`src/design/sacl_pkg.sv`:
```
`default_nettype none

package sacl_pkg;

   // payload widths fixed by the transaction format
   localparam int REQ_ADDR_WIDTH  = 32;
   localparam int LINE_IDX_WIDTH  = 4;

   // configuration port
   localparam int CSR_ADDR_WIDTH  = 3;
   localparam int CSR_DATA_WIDTH  = 32;
   localparam int CFG_LOG2_WIDTH  = 3;
   localparam int CSR_INDEX_WIDTH = CSR_ADDR_WIDTH - 2;

   // register indexes
   localparam logic [CSR_INDEX_WIDTH-1:0] CFG_IDX_SET_LOG2 = 1'b0;

   // reset value of the set count register
   localparam logic [CFG_LOG2_WIDTH-1:0] RESET_SET_LOG2 = 3'd1;

   // lookup sequencer states
   typedef enum logic [2:0] {
      ST_IDLE,
      ST_READ,
      ST_CMP,
      ST_PLACE,
      ST_RESP
   } state_type;

endpackage

`default_nettype wire

```
`src/design/sacl_if.sv`:
```
`default_nettype none

// lookup request channel
interface sacl_req_if import sacl_pkg::*; ();
   logic                      valid;
   logic                      ready;
   logic [REQ_ADDR_WIDTH-1:0] address;

   modport source (output valid, output address, input ready);
   modport sink   (input valid, input address, output ready);
endinterface

// lookup response channel
interface sacl_rsp_if import sacl_pkg::*; ();
   logic                      valid;
   logic                      ready;
   logic                      hit;
   logic [LINE_IDX_WIDTH-1:0] line_index;

   modport source (output valid, output hit, output line_index, input ready);
   modport sink   (input valid, input hit, input line_index, output ready);
endinterface

`default_nettype wire

```
`src/design/sacl_csr.sv`:
```
`default_nettype none

module sacl_csr import sacl_pkg::*; (
   input  wire logic                      clock,
   input  wire logic                      reset,
   input  wire logic                      psel,
   input  wire logic                      penable,
   input  wire logic                      pwrite,
   input  wire logic [CSR_ADDR_WIDTH-1:0] paddr,
   input  wire logic [CSR_DATA_WIDTH-1:0] pwdata,
   output logic      [CSR_DATA_WIDTH-1:0] prdata,
   output logic                           pready,
   output logic      [CFG_LOG2_WIDTH-1:0] set_log2,
   output logic                           clear
);

   logic [CFG_LOG2_WIDTH-1:0]  set_log2_ff;
   logic [CSR_INDEX_WIDTH-1:0] reg_index;
   logic                       wr_set_log2;

   assign reg_index   = paddr[CSR_ADDR_WIDTH-1:2];
   assign wr_set_log2 = psel && penable && pwrite && (reg_index == CFG_IDX_SET_LOG2);

   // set count register
   always_ff @(posedge clock) begin
      if (reset) begin
         set_log2_ff <= RESET_SET_LOG2;
      end else if (wr_set_log2) begin
         set_log2_ff <= pwdata[CFG_LOG2_WIDTH-1:0];
      end
   end

   // read back
   always_comb begin
      prdata = '0;
      if (reg_index == CFG_IDX_SET_LOG2) begin
         prdata[CFG_LOG2_WIDTH-1:0] = set_log2_ff;
      end
   end

   assign pready   = 1'b1;
   assign set_log2 = set_log2_ff;
   assign clear    = wr_set_log2;

endmodule

`default_nettype wire

```
`src/design/sacl_seq.sv`:
```
`default_nettype none

module sacl_seq import sacl_pkg::*; #(
   parameter int LINES      = 16,
   parameter int ADDR_WIDTH = 32
) (
   input  wire logic                      clock,
   input  wire logic                      reset,
   input  wire logic [CFG_LOG2_WIDTH-1:0] set_log2,
   input  wire logic                      clear,
   sacl_req_if.sink                       req,
   sacl_rsp_if.source                     rsp
);

   localparam int IDX_W  = $clog2(LINES);
   localparam int CNT_W  = $clog2(LINES + 1);
   localparam int KEEP_W = (ADDR_WIDTH < REQ_ADDR_WIDTH) ? ADDR_WIDTH : REQ_ADDR_WIDTH;
   localparam logic [CFG_LOG2_WIDTH-1:0] MAX_LOG2 = CFG_LOG2_WIDTH'($clog2(LINES + 1) - 1);

   state_type state_ff, state_in;

   logic [KEEP_W-1:0] addr_ff, addr_in;
   logic [IDX_W-1:0]  set_ff, set_in;
   logic [IDX_W-1:0]  base_ff, base_in;
   logic [CNT_W-1:0]  ways_ff, ways_in;
   logic [CNT_W-1:0]  way_ff, way_in;
   logic              free_found_ff, free_found_in;
   logic [IDX_W-1:0]  free_line_ff, free_line_in;
   logic              hit_ff, hit_in;
   logic [IDX_W-1:0]  line_ff, line_in;

   // line store, per-line valid bits and per-set fifo pointers
   logic [KEEP_W-1:0] line_mem [LINES];
   logic [KEEP_W-1:0] rdata_ff;
   logic [LINES-1:0]  valid_ff;
   logic [IDX_W-1:0]  fill_ptr_ff [LINES];

   logic [CFG_LOG2_WIDTH-1:0] eff_log2;
   logic [CNT_W-1:0]          ways_calc;
   logic [IDX_W-1:0]          set_mask;
   logic [IDX_W-1:0]          set_calc;
   logic [IDX_W+CNT_W-1:0]    base_prod;
   logic [IDX_W-1:0]          cur_line;
   logic [CNT_W-1:0]          way_next;
   logic                      match;
   logic [IDX_W+CNT_W-1:0]    ptr_ext;
   logic [CNT_W-1:0]          ptr_cnt;
   logic [CNT_W-1:0]          ptr_use;
   logic [CNT_W-1:0]          ptr_inc;
   logic [CNT_W-1:0]          ptr_next;
   logic [IDX_W-1:0]          victim;
   logic [IDX_W-1:0]          place_line;
   logic                      place_we;
   logic                      ptr_we;
   logic [IDX_W+LINE_IDX_WIDTH-1:0] line_ext;

   // set geometry for the incoming address, set count capped at the largest power of two not above the line count
   always_comb begin
      eff_log2  = (set_log2 > MAX_LOG2) ? MAX_LOG2 : set_log2;
      ways_calc = CNT_W'(LINES) >> eff_log2;
      set_mask  = ~({IDX_W{1'b1}} << eff_log2);
      set_calc  = req.address[IDX_W-1:0] & set_mask;
      base_prod = {{CNT_W{1'b0}}, set_calc} * {{IDX_W{1'b0}}, ways_calc};
   end

   // way walk and fifo victim
   always_comb begin
      cur_line   = base_ff + way_ff[IDX_W-1:0];
      way_next   = way_ff + 1'b1;
      match      = valid_ff[cur_line] && (rdata_ff == addr_ff);
      ptr_ext    = {{CNT_W{1'b0}}, fill_ptr_ff[set_ff]};
      ptr_cnt    = ptr_ext[CNT_W-1:0];
      ptr_use    = (ptr_cnt >= ways_ff) ? '0 : ptr_cnt;
      ptr_inc    = ptr_use + 1'b1;
      ptr_next   = (ptr_inc >= ways_ff) ? '0 : ptr_inc;
      victim     = base_ff + ptr_use[IDX_W-1:0];
      place_line = free_found_ff ? free_line_ff : victim;
   end

   // sequencer state register
   always_ff @(posedge clock) begin
      if (reset) begin
         state_ff <= ST_IDLE;
      end else begin
         state_ff <= state_in;
      end
   end

   // working registers
   always_ff @(posedge clock) begin
      addr_ff       <= addr_in;
      set_ff        <= set_in;
      base_ff       <= base_in;
      ways_ff       <= ways_in;
      way_ff        <= way_in;
      free_found_ff <= free_found_in;
      free_line_ff  <= free_line_in;
      hit_ff        <= hit_in;
      line_ff       <= line_in;
   end

   // next state and outputs
   always_comb begin
      state_in      = state_ff;
      addr_in       = addr_ff;
      set_in        = set_ff;
      base_in       = base_ff;
      ways_in       = ways_ff;
      way_in        = way_ff;
      free_found_in = free_found_ff;
      free_line_in  = free_line_ff;
      hit_in        = hit_ff;
      line_in       = line_ff;
      place_we      = 1'b0;
      ptr_we        = 1'b0;
      req.ready     = 1'b0;
      rsp.valid     = 1'b0;

      case (state_ff)
         ST_IDLE: begin
            req.ready = 1'b1;
            if (req.valid) begin
               addr_in       = req.address[KEEP_W-1:0];
               set_in        = set_calc;
               base_in       = base_prod[IDX_W-1:0];
               ways_in       = ways_calc;
               way_in        = '0;
               free_found_in = 1'b0;
               state_in      = ST_READ;
            end
         end
         ST_READ: begin
            // line read issued, data registered for the compare
            state_in = ST_CMP;
         end
         ST_CMP: begin
            if (match) begin
               hit_in   = 1'b1;
               line_in  = cur_line;
               state_in = ST_RESP;
            end else begin
               if (!valid_ff[cur_line] && !free_found_ff) begin
                  free_found_in = 1'b1;
                  free_line_in  = cur_line;
               end
               way_in   = way_next;
               state_in = (way_next == ways_ff) ? ST_PLACE : ST_READ;
            end
         end
         ST_PLACE: begin
            // miss: lowest empty way, else the oldest fill of the set
            place_we = 1'b1;
            ptr_we   = !free_found_ff;
            hit_in   = 1'b0;
            line_in  = place_line;
            state_in = ST_RESP;
         end
         ST_RESP: begin
            rsp.valid = 1'b1;
            if (rsp.ready) begin
               state_in = ST_IDLE;
            end
         end
         default: begin
            state_in = ST_IDLE;
         end
      endcase
   end

   // line address memory
   always_ff @(posedge clock) begin
      rdata_ff <= line_mem[cur_line];
      if (place_we) begin
         line_mem[place_line] <= addr_ff;
      end
   end

   // valid bits and fifo pointers, cleared on reset and on a set count write
   always_ff @(posedge clock) begin
      if (reset || clear) begin
         valid_ff    <= '0;
         fill_ptr_ff <= '{default: '0};
      end else begin
         if (place_we) begin
            valid_ff[place_line] <= 1'b1;
         end
         if (ptr_we) begin
            fill_ptr_ff[set_ff] <= ptr_next[IDX_W-1:0];
         end
      end
   end

   // response payload
   assign line_ext       = {{LINE_IDX_WIDTH{1'b0}}, line_ff};
   assign rsp.hit        = hit_ff;
   assign rsp.line_index = line_ext[LINE_IDX_WIDTH-1:0];

endmodule

`default_nettype wire

```
`src/design/set_associative_fifo_cache_lookup.sv`:
```
`default_nettype none

// Set-associative address lookup with FIFO replacement over LINES lines. Each
// request transaction carries one address; the set is the address modulo the set
// count (2**set_count_log2, capped at the largest power of two not above LINES),
// and the lines of the set are compared one way at a time by a single comparator
// fed from the line memory, one read plus one compare per way. A hit ends the walk at
// the matching way; a miss walks every way of the set and then writes the line into
// the lowest empty way, else at the set's FIFO pointer, which it then steps. The
// sequencer returns to idle before the next request is taken; requests are not
// accepted while a lookup or its response is pending. The response gives hit and
// the line found or filled. Writing set_count_log2 (byte address 0) empties the
// cache; reset does the same and sets two sets.
module set_associative_fifo_cache_lookup import sacl_pkg::*; #(
   parameter int LINES      = 16,
   parameter int ADDR_WIDTH = 32
) (
   input  wire logic                      clock,
   input  wire logic                      reset,
   sacl_req_if.sink                       req,
   sacl_rsp_if.source                     rsp,
   input  wire logic                      psel,
   input  wire logic                      penable,
   input  wire logic                      pwrite,
   input  wire logic [CSR_ADDR_WIDTH-1:0] paddr,
   input  wire logic [CSR_DATA_WIDTH-1:0] pwdata,
   output logic      [CSR_DATA_WIDTH-1:0] prdata,
   output logic                           pready
);

   logic [CFG_LOG2_WIDTH-1:0] set_log2;
   logic                      clear;

   // configuration registers
   sacl_csr u_csr (
      .clock    (clock),
      .reset    (reset),
      .psel     (psel),
      .penable  (penable),
      .pwrite   (pwrite),
      .paddr    (paddr),
      .pwdata   (pwdata),
      .prdata   (prdata),
      .pready   (pready),
      .set_log2 (set_log2),
      .clear    (clear)
   );

   // lookup sequencer with line store
   sacl_seq #(
      .LINES      (LINES),
      .ADDR_WIDTH (ADDR_WIDTH)
   ) u_seq (
      .clock    (clock),
      .reset    (reset),
      .set_log2 (set_log2),
      .clear    (clear),
      .req      (req),
      .rsp      (rsp)
   );

endmodule

`default_nettype wire
```
`src/flat_wrapper.sv`:
```
// flat-port wrapper written by rule: the top's interface ports become plain ports
module set_associative_fifo_cache_lookup_flat import sacl_pkg::*;
#(
   parameter int LINES      = 16,
   parameter int ADDR_WIDTH = 32
)
  (clock, reset, psel, penable, pwrite, paddr, pwdata, prdata, pready, req_valid, req_address, req_ready, rsp_valid, rsp_hit, rsp_line_index, rsp_ready);
  sacl_req_if req_i ();
  sacl_rsp_if rsp_i ();
  input  wire logic clock;
  input  wire logic reset;
  input  wire logic psel;
  input  wire logic penable;
  input  wire logic pwrite;
  input  wire logic [CSR_ADDR_WIDTH-1:0] paddr;
  input  wire logic [CSR_DATA_WIDTH-1:0] pwdata;
  output logic      [CSR_DATA_WIDTH-1:0] prdata;
  output logic pready;
  input wire logic [$bits(req_i.valid)-1:0] req_valid;
  input wire logic [$bits(req_i.address)-1:0] req_address;
  output wire logic [$bits(req_i.ready)-1:0] req_ready;
  output wire logic [$bits(rsp_i.valid)-1:0] rsp_valid;
  output wire logic [$bits(rsp_i.hit)-1:0] rsp_hit;
  output wire logic [$bits(rsp_i.line_index)-1:0] rsp_line_index;
  input wire logic [$bits(rsp_i.ready)-1:0] rsp_ready;
  assign req_i.valid = req_valid;
  assign req_i.address = req_address;
  assign req_ready = req_i.ready;
  assign rsp_valid = rsp_i.valid;
  assign rsp_hit = rsp_i.hit;
  assign rsp_line_index = rsp_i.line_index;
  assign rsp_i.ready = rsp_ready;
  set_associative_fifo_cache_lookup #(.LINES(LINES), .ADDR_WIDTH(ADDR_WIDTH)) u_core (.clock(clock), .reset(reset), .req(req_i), .rsp(rsp_i), .psel(psel), .penable(penable), .pwrite(pwrite), .paddr(paddr), .pwdata(pwdata), .prdata(prdata), .pready(pready));
endmodule
```
`config.mk`:
```
export PLATFORM = sky130hd
export DESIGN_NAME = set_associative_fifo_cache_lookup_flat
export DESIGN_NICKNAME = d
export VERILOG_FILES = /design/src/design/sacl_pkg.sv /design/src/design/sacl_if.sv /design/src/design/sacl_csr.sv /design/src/design/sacl_seq.sv /design/src/design/set_associative_fifo_cache_lookup.sv /design/src/flat_wrapper.sv
export SDC_FILE = /design/constraint.sdc
export NUM_CORES = 1
export LEC_CHECK = 0
export BUFFER_PORTS_ARGS = -buffer_cell sky130_fd_sc_hd__buf_2
export CORE_ASPECT_RATIO = 1.4
export CORE_UTILIZATION = 50
export DETAILED_ROUTE_END_ITERATION = 7
export PLACE_DENSITY = 0.75
export SYNTH_ARGS = -nofsm -noshare
export SYNTH_HDL_FRONTEND = slang
export SYNTH_HIERARCHICAL = 1
export SYNTH_SLANG_ARGS = --single-unit
```
`constraint.sdc`:
```
create_clock -name clock -period 8.75 [get_ports clock]
set_clock_uncertainty 0.05 [all_clocks]
set_input_delay 2.1875 -clock clock [delete_from_list [all_inputs] [get_ports clock]]
set_output_delay 2.1875 -clock clock [all_outputs]
set_load 0.02 [all_outputs]
```
==> results of run 1 <==
-- cells in the mapped netlist (all sizes together), types with 10 or more instances --
master  number  share of area
a21oi       47         0.0089
a31oi       32         0.0072
and2        13         0.0029
and3        35         0.0079
buf         74          0.018
clkbuf      54         0.0073
dfxtp      118          0.085
edfxtp     572           0.62
ha          19         0.0085
inv         15         0.0020
mux2i       14         0.0052
mux4       147           0.12
nand2      215          0.029
nand2b      13         0.0029
nand3       57          0.010
nand4       14         0.0031
nor2        44         0.0063
nor2b       10         0.0022
nor3        14         0.0025
o21ai       15         0.0027
o31ai       24         0.0070
o41ai       15         0.0047
xnor2       38          0.012
xor2        13         0.0041
-- power by group through the flow --
| stage | registers (mW) | logic, mW | clock network (mW) |
|---|---|---|---|
| 2_1_floorplan | 3.80 | 0.666 | 0 |
| 3_3_place_gp | 3.83 | 0.890 | 0 |
| 3_5_place_dp | 3.84 | 0.903 | 0 |
| 4_1_cts | 3.77 | 0.914 | 2.87 |
| 5_1_grt | 3.78 | 0.969 | 2.98 |
| 6_report | 3.77 | 0.902 | 2.82 |
-- layout make-up --
| type | instances | area share |
|---|---|---|
| Inverter | 16 | 0.00234 |
| Timing Repair Buffer | 87 | 0.0173 |
| Clock buffer | 74 | 0.0524 |
| Multi-Input combinational cell | 887 | 0.252 |
| Sequential cell | 690 | 0.630 |
| Antenna cell | 1 | 0.0000807 |
| Tap cell | 728 | 0.0294 |
| Clock inverter | 42 | 0.0167 |
-- per-layer routing --
metal  vias up  GRT usage
met4         2     0.0913
met1      7965      0.266
li1       6632          -
met2       649      0.399
met5         -          0
met3       147     0.0305
-- cell families after synthesis --
kind of cell / share of synthesized area
flops: 0.702
simple gates: 0.0757
compound gates: 0.0430
mux: 0.126
buf+inv: 0.0275
xor+xnor: 0.0163
fa+ha+maj: 0.00926
other cells: 0.000270
-- registers in the layout, indices dropped and copies added (netlist names) --
register	flops
u_core/u_seq/line_mem	512
u_core/u_seq/free_found_ff	1
u_core/u_seq/base_ff	4
u_core/u_seq/free_line_ff	4
u_core/u_seq/addr_ff	32
u_core/u_seq/rsp.line_index	4
u_core/u_seq/way_ff	5
u_core/u_seq/rdata_ff	32
u_core/u_seq/ways_ff	5
u_core/u_seq/fill_ptr_ff	64
u_core/u_csr/set_log2	3
u_core/u_seq/rsp.hit	1
u_core/u_seq/state_ff	3
u_core/u_seq/set_ff	4
u_core/u_seq/valid_ff	16
-- tightest hold or removal path: cells and delay by family (launching register included) --
kind	cells	cell delay, ns
AOI/OAI and AO/OA	1	0.05
DFF	1	0.31
and+or+nand+nor	1	0.05
-- path summary, 6_finish.rpt --
check | start | endpoint | slack, ns | cells after the start
worst max-delay path | u_core/u_seq/set_ff[0] | u_core/u_seq/line_mem[5][24] | 1.37 | 17
worst min register to register | u_core/u_seq/fill_ptr_ff[9] | u_core/u_seq/fill_ptr_ff[9] | 0.41 | 2
worst max register to register | u_core/u_seq/set_ff[0] | u_core/u_seq/line_mem[5][24] | 1.37 | 17
worst min-delay path | u_core/u_seq/fill_ptr_ff[9] | u_core/u_seq/fill_ptr_ff[9] | 0.41 | 2
-- metrics by stage --
stage | setup WS (ns) | area, um2 | util | std cells | power (mW)
floorplan | 1.46 | 28000 | - | 1721 | 4.47
global placement | 1.58 | 28900 | 0.524 | 2408 | 4.72
detailed placement | 1.52 | 28900 | 0.524 | 2408 | 4.74
CTS | 1.42 | 31000 | 0.563 | 2524 | 7.55
global route | 1.01 | 31000 | 0.563 | 2524 | 7.73
finish | 1.37 | 31000 | 0.563 | 2525 | 7.50
-- cells in the final DEF, fill, tap and decap left out, types with 10 or more instances in the layout --
master | Yosys | layout
a21oi_1 | 46 | 38
a31oi_1 | 32 | 32
and2_1 | 13 | 13
and3_1 | 35 | 35
buf_2 | 18 | 52
buf_4 | 33 | 34
clkbuf_16 | 0 | 61
clkinv_2 | 0 | 13
conb_1 | 2 | 30
dfxtp_1 | 118 | 118
edfxtp_1 | 572 | 572
ha_1 | 19 | 18
inv_1 | 14 | 12
mux2i_1 | 13 | 13
mux4_2 | 146 | 146
nand2_1 | 215 | 215
nand2b_1 | 13 | 13
nand3_1 | 56 | 56
nand4_1 | 14 | 14
nor2_1 | 42 | 41
nor2b_1 | 10 | 10
o21ai_0 | 13 | 13
o31ai_1 | 23 | 23
o41ai_1 | 15 | 15
xnor2_1 | 37 | 35
xor2_1 | 13 | 13
==> impl_results.md, run 1 <==
- Post-synth EDFFs: 572
- Cell family with most CP delay: compound AO/OA/AOI/OAI gates
- Unique masters post-synth: 73
- Max-cap violations: 0
- Leak: 10.2 nW
- Endpoints failing hold: 0
- Synth Register Bits: 690
- Sw Ratio: 0.247
- FFs w/ async S/R, synth: 0
- Worst slew pin tran: 1.18 ns
- Mapped cell area: 27800 um2
- Initial antenna violation count: 1
- CP cell instances: buf_4, mux4_2, mux4_2, ha_1, o21ai_0, o21ai_0, and2_1, nor3_1, xnor2_1, ha_1, mux2_2, or2_2, nand2b_1, o311ai_1, nand2_1, a21oi_4, buf_12
- Setup violations, final: 0
- Met2 WL: 33200 um
- DRC: 0
- Vias/cell: 6.10
- Reg area: 19500 um2
- Global Route Usage Sum: 0.221
- Pwr Density: 242 nW/um2
- Chip width: 201 um
- Die area: 56700 um2
- Worst path bufs/invs: 2
- Fillers: 4144
- Final period utilization: 0.843
- Sequential Power Share: 0.503
- Min Hold Slack: 0.407 ns
- Share of layout cells above drive strength 1: 0.212
- Fin crit period: 7.38 ns
- Core Footprint: 55100 um2
- H-tree depth: 2
- Clock transition at path regs: 0.07 ns
- Nets@finish: 1837
- Max Used Layer: met5
- Post-synth top flop: edfxtp_1
- First-pass GRT wire length: 94000 um
- CTS Buf Count: 61
- Placement Rows: 102
- GP Congestion: 0.881
- Vias in the first global route: 15753
- Largest net degree at the start of global routing: 67
- Multi-input logic area: 7820 um2
- Die Y-Extent: 281 um
- Synthesis-to-finish area growth: 11.4%
- Slew HR: 0.211
- Maximum vdd drop: 0.180 mV
- Final slew viol count: 0
- Sink Count: 690
- Kind of critical path: flip-flop to flip-flop
- Startpoint Class: flip-flop
- CTS Hold Bufs: 0
- Drt wl/cell: 24.6 um
- Total gr overflow: 0
- Sw power: 1.85 mW
- Sequential area share after synthesis: 0.702
- CP max-delay cell: o311ai_1
- Final wirelength: 62000 um
- CTS Buffer Depth: 3
- Hpwl dp: 34600 um
- Syn_area_per_cell: 16.4 um2
- RSZ-0062 raised after global routing: no
- M1 WL: 22400 um
- Initial DRC Count: 1512
- Gate power share: 0.120
- Hold crit path type: flip-flop to flip-flop
- Clock Latency Late Sink: 0.64 ns
- Vias: 15395
- Post-Route Setup TNS: 0 ns
- Clk pwr share: 0.377
- Status: finished clean
- Synth Instances: 1693
- CP max stage delay: 0.87 ns
- CTS tree: built
- Internal: 5.64 mW
- PostCTS Resize Cnt: 0
- Max frequency: 0.136 GHz
- CP required: 9.03 ns
- Number of port buffers: 52
- # Post-CTS Setup Buffers: 0
- Initial Util: 0.505
- Crit path capture type: flip-flop
- Max FO, Critical Path: 21
- Met3 routed WL: 3950 um
- ANT nets after route: 0
- Ports: 114
- Clock root cell: clkbuf_16
- Worst EP arrival: 7.65 ns
- DRT Pass-1 Iters: 6
- Number of synthesis warnings: 6
Power figures use the tool's default switching activity.
==> inputs of run 2 (changes only) <==
PLACE_DENSITY = 0.77   (was 0.75)
clock period = 6.3 ns   (was 8.75 ns; I/O delays follow)
==> run 2 against run 1 <==
Global-route usage up 0.60 points. Die area did not move. Non-clock buffer count rose by 17. Design area grew 1.1%. Via count about the same. Hold slack got worse by 0.0070 ns. Critical path type unchanged.
==> impl_results.md, run 2 (synthesis gave the netlist of run 1 again) <==
- Kind of critical path: flip-flop to flip-flop
- CTS Buffer Depth: 3
- Core Footprint: 55100 um2
- Number of port buffers: 52
- Leading cell types in the layout, fill and taps excluded: edfxtp_1, nand2_1, mux4_2
- Synthesis-to-finish area growth: 12.6%
- Die area: 56700 um2
- Die Y-Extent: 281 um
- Worst slack, placed: 0.0610 ns
- # Post-CTS Setup Buffers: 0
- Vias/cell: 6.05
- Initial Util: 0.505
- DRC: 0
- Fillers: 4116
- Nets@finish: 1859
- Number of diodes: 0
- Placement Rows: 102
- Met2 Usage GRT: 0.400
- GP Congestion: 0.866
- Clk pwr share: 0.372
- Final period utilization: 0.947
- Chip width: 201 um
- Hpwl dp: 35600 um
- Sw power: 2.58 mW
- Crit path capture type: flip-flop
- ANT nets after route: 0
- Hold crit path type: flip-flop to flip-flop
- Final Non-Filler Cells: 2545
- DRT Pass-1 Iters: 7
- Max-cap violations: 0
- Total power: 10.4 mW
- Sink Count: 690
- Vias in the first global route: 16253
- Global routing's busiest layer: met2
- Largest net degree at the start of global routing: 121
- Final wirelength: 63100 um
- Biggest register: u_core/u_seq/line_mem
- First-pass GRT wire length: 96000 um
- Sw Ratio: 0.248
- CTS tree: built
- Initial DRC Count: 1354
- Leak: 10.4 nW
- Clock root cell: clkbuf_16
- CP required: 6.53 ns
- Clock Latency Late Sink: 0.61 ns
- Worst slew pin tran: 0.945 ns
- Cell area after placement: 29200 um2
- Final slew viol count: 0
- Pwr Density: 331 nW/um2
- CTS Buf Count: 66
- GR Util met3: 0.0313
- Maximum vdd drop: 0.284 mV
- Internal: 7.81 mW
- Commonest non-fill, non-tap cell in the layout: edfxtp_1
- Max frequency: 0.168 GHz
- Clock transition at path regs: 0.06 ns
- Post-layout util: 0.569
- Top flop regs: u_core/u_seq/line_mem (512), u_core/u_seq/fill_ptr_ff (64)
- Initial antenna violation count: 0
- Share of layout cells above drive strength 1: 0.216
- Vias: 15402
- H-tree depth: 3
- Ports: 114
- Worst EP arrival: 6.19 ns
- Inst Count DP: 2425
- Slew HR: 0.370
- Max FO, Critical Path: 32
- Global Route Usage Sum: 0.227
- Drt wl/cell: 24.8 um
- Setup ws final: 0.337 ns
- RSZ-0062 raised after global routing: no
- Fin area: 31400 um2
- Total gr overflow: 0
- Status: finished clean
- Gate power share: 0.123
- Min Hold Slack: 0.400 ns
- Sequential Power Share: 0.505
- Setup violations, final: 0
- GRT met1 Usage: 0.272
- Fin crit period: 5.96 ns
- Post-Route Setup TNS: 0 ns
- Startpoint Class: flip-flop
- Endpoints failing hold: 0
- Max FFs per register: 512
## run 2: cell types whose count changed in the layout (fill, tap and decap cells not counted), moves of 6 or more
cell,before,now
buf_12,1,18
clkbuf_1,8,19
clkbuf_16,61,68
bufinv_16,9,3
## run 2: power groups by stage
stage | registers (mW) | clock network, mW | logic, mW
global route | 5.26 | 4.10 | 1.37
CTS | 5.24 | 3.94 | 1.29
finish | 5.24 | 3.87 | 1.28
floorplan | 5.28 | 0 | 0.927
global placement | 5.32 | 0 | 1.25
detailed placement | 5.33 | 0 | 1.27
## run 2: critical path: stages, from the launching register on
cell	delay [ns]
edfxtp_1	0.59
buf_4	0.32
mux4_2	0.53
a221o_1	0.46
clkinv_8	0.11
ha_1	0.23
nor3b_1	0.18
o21ai_0	0.14
and2_1	0.17
nor3_1	0.24
xnor2_1	0.16
ha_1	0.27
mux2_2	0.30
or2_2	0.33
nand2b_1	0.20
o311ai_2	0.55
nand2_1	0.27
nor3_4	0.24
buf_12	0.28
## run 2: path summary, 6_finish.rpt
path	startpoint	endpoint	slack, ns	cells after the start
setup reg to reg	u_core/u_seq/set_ff[0]	u_core/u_seq/line_mem[9][18]	0.34	18
hold / removal	u_core/u_seq/fill_ptr_ff[60]	u_core/u_seq/fill_ptr_ff[60]	0.40	2
setup / recovery	u_core/u_seq/set_ff[0]	u_core/u_seq/line_mem[9][18]	0.34	18
hold reg to reg	u_core/u_seq/fill_ptr_ff[60]	u_core/u_seq/fill_ptr_ff[60]	0.40	2
## run 2: layer usage
layer	vias to the layer above	part of all wire
li1	6683	-
met1	7882	0.36
met2	675	0.53
met3	162	0.059
met4	0	0.045
met5	-	0
## run 2: timing repair
item	in CTS	in global routing
setup endpoints to repair	4	0
resized for setup	1	0
hold buffers	0	0
## run 2: layout make-up
| class | count | area, um2 | share of cell area |
|---|---|---|---|
| Tap cell | 728 | 911 | 0.0291 |
| Sequential cell | 690 | 19500 | 0.623 |
| Clock inverter | 28 | 268 | 0.00854 |
| Timing Repair Buffer | 104 | 876 | 0.0279 |
| Clock buffer | 92 | 1840 | 0.0585 |
| Multi-Input combinational cell | 887 | 7850 | 0.250 |
| Inverter | 16 | 72.6 | 0.00231 |
==> inputs of run 3 (changes only) <==
CORE_ASPECT_RATIO = 1.2   (was 1.4)
==> run 3 against run 2 <==
Critical path depth unchanged. Cell count about the same. Clock-buffer cell count rose by 9. Sequential power barely moved. Utilization grew 0.21 points. Combinational power hardly changed. Register-to-register slack improved by 0.04 ns. Total power rose by 0.23%. Die area hardly changed. Non-clock buffer count grew 8.
==> impl_results.md, run 3 (synthesis gave the netlist of run 1 again) <==
- Inst Count DP: 2425
- Share of layout cells above drive strength 1: 0.219
- Worst R2R End: u_core/u_seq/line_mem[5][14]
- First-pass GRT wire length: 91700 um
- Hpwl dp: 34300 um
- Worst EP arrival: 6.12 ns
- Chip width: 217 um
- Hold path startpoint: u_core/u_seq/fill_ptr_ff[45]
- Multi-input logic area: 7860 um2
- Largest net degree at the start of global routing: 92
- Max FFs per register: 512
- Gate power share: 0.122
- Synthesis-to-finish area growth: 12.6%
- Sw Ratio: 0.242
- Reg area: 19500 um2
- Leak: 10.4 nW
- Nets@finish: 1868
- Reg-to-Reg Start: u_core/u_seq/set_ff[0]
- Max-cap violations: 0
- Die Y-Extent: 261 um
- Pwr Density: 332 nW/um2
- Clock transition at path regs: 0.06 ns
- ANT nets after route: 0
- Drt wl/cell: 23.5 um
- Worst slew pin tran: 1.02 ns
- Endpoints failing hold: 0
- Fillers: 3994
- Clock root cell: clkbuf_16
- Max FO, Critical Path: 32
- Hold crit path type: flip-flop to flip-flop
- Clk pwr share: 0.375
- Kind of critical path: flip-flop to flip-flop
- Commonest non-fill, non-tap cell in the layout: edfxtp_1
- Sink Count: 690
- Vias in the first global route: 15743
- Worst Reg-to-Reg Cells: 18
- WHS Endpoint: u_core/u_seq/fill_ptr_ff[45]
- Initial antenna violation count: 0
- Placement Rows: 94
- Initial DRC Count: 1397
- Final wirelength: 59700 um
- RSZ-0062 raised after global routing: no
- CTS tree: built
- Final slew viol count: 0
- CTS Buf Count: 67
- Clock Latency Late Sink: 0.61 ns
- Final period utilization: 0.940
- Total gr overflow: 0
- Fin crit period: 5.92 ns
- Die area: 56600 um2
- Slew HR: 0.321
- Final Non-Filler Cells: 2544
- Max frequency: 0.169 GHz
- Biggest register: u_core/u_seq/line_mem
- GP Congestion: 0.884
- Vias: 15292
- Post-layout util: 0.571
- Hold path depth: 2
- CTS Buffer Depth: 3
- Sw power: 2.52 mW
- DRC: 0
- Ports: 114
- Setup slack, reg-to-reg: 0.38 ns
- # Post-CTS Setup Buffers: 0
- Number of diodes: 0
- Leading cell types in the layout, fill and taps excluded: edfxtp_1, nand2_1, mux4_2
- Startpoint Class: flip-flop
- Vias/cell: 6.01
- Global Route Usage Sum: 0.216
- Core Footprint: 54900 um2
- Crit path capture type: flip-flop
- H-tree depth: 3
- Number of port buffers: 52
- DRT Pass-1 Iters: 6
- Internal: 7.89 mW
- Initial Util: 0.507
- Fin area: 31400 um2
- Maximum vdd drop: 0.271 mV
- CP required: 6.49 ns
- Cell area after placement: 29200 um2
- Status: finished clean
- Sequential Power Share: 0.503
- Top flop regs: u_core/u_seq/line_mem (512), u_core/u_seq/fill_ptr_ff (64)
- Setup violations, final: 0
run 3: changes by cell type in the layout (fill, tap and decap cells not counted), sizes merged:
| cell | delta |
|---|---|
| clkinv | -9 |
| bufinv | +1 |
| clkinvlp | -4 |
| clkbuf | +9 |
| buf | +8 |
| inv | +2 |
run 3: power groups by stage:
stage | combinational, mW | clock, mW | sequential (mW)
after floorplan | 0.927 | 0 | 5.28
after global placement | 1.25 | 0 | 5.31
after detailed placement | 1.26 | 0 | 5.33
after CTS | 1.27 | 3.97 | 5.24
after global routing | 1.36 | 4.13 | 5.25
final | 1.27 | 3.91 | 5.24
run 3: worst max-delay path by stage:
stage                           start                      endpoint  slack, ns
2_1_floorplan  u_core/u_seq/set_ff[0]  u_core/u_seq/line_mem[14][0]      -0.67
3_3_place_gp   u_core/u_seq/set_ff[0]  u_core/u_seq/line_mem[5][16]      -0.11
3_5_place_dp   u_core/u_seq/set_ff[0]  u_core/u_seq/line_mem[5][16]      -0.27
4_1_cts        u_core/u_seq/set_ff[0]  u_core/u_seq/line_mem[5][28]       0.07
5_1_grt        u_core/u_seq/set_ff[0]  u_core/u_seq/line_mem[0][27]       0.01
6_report       u_core/u_seq/set_ff[0]  u_core/u_seq/line_mem[5][14]       0.38
run 3: layer usage:
layer / share of wire / GRT usage
met1: 0.38 / 0.262
met2: 0.53 / 0.382
met3: 0.059 / 0.0311
met4: 0.035 / 0.0984
met5: 0 / 0
run 3: per-stage QoR:
step | total power [mW] | setup slack (ns) | hold slack [ns] | setup TNS [ns]
floorplan | 6.21 | -0.666 | 0.370 | -88.17
global placement | 6.56 | -0.110 | 0.384 | -3.36
detailed placement | 6.60 | -0.266 | 0.392 | -11.00
CTS | 10.5 | 0.0744 | 0.405 | 0
global route | 10.7 | 0.0102 | 0.422 | 0
finish | 10.4 | 0.377 | 0.406 | 0
run 3: worst max-delay path: stages, from the launching register on:
cell      delay, ns
edfxtp_1       0.53
mux4_1         0.64
a22o_1         0.27
a221o_1        0.39
clkinv_8       0.10
ha_1           0.22
nor3b_1        0.18
o21ai_0        0.14
and2_1         0.17
nor3_1         0.23
xnor2_1        0.15
ha_1           0.26
mux2_2         0.30
or2_2          0.33
nand2b_1       0.25
o311ai_4       0.48
nand2_1        0.25
a21oi_4        0.17
buf_6          0.43
run 3: cell type report:
class / count / area share
Inverter: 16 / 0.00231
Tap cell: 720 / 0.0287
Clock buffer: 101 / 0.0609
Timing Repair Buffer: 112 / 0.0272
Multi-Input combinational cell: 887 / 0.251
Clock inverter: 18 / 0.00690
Sequential cell: 690 / 0.623
run 3: timing repair:
| item | 4_1_cts | 5_1_grt |
|---|---|---|
| resized for setup | 1 | 2 |
| endpoints found under the setup margin | 89 | 73 |
| hold buffers | 0 | 0 |
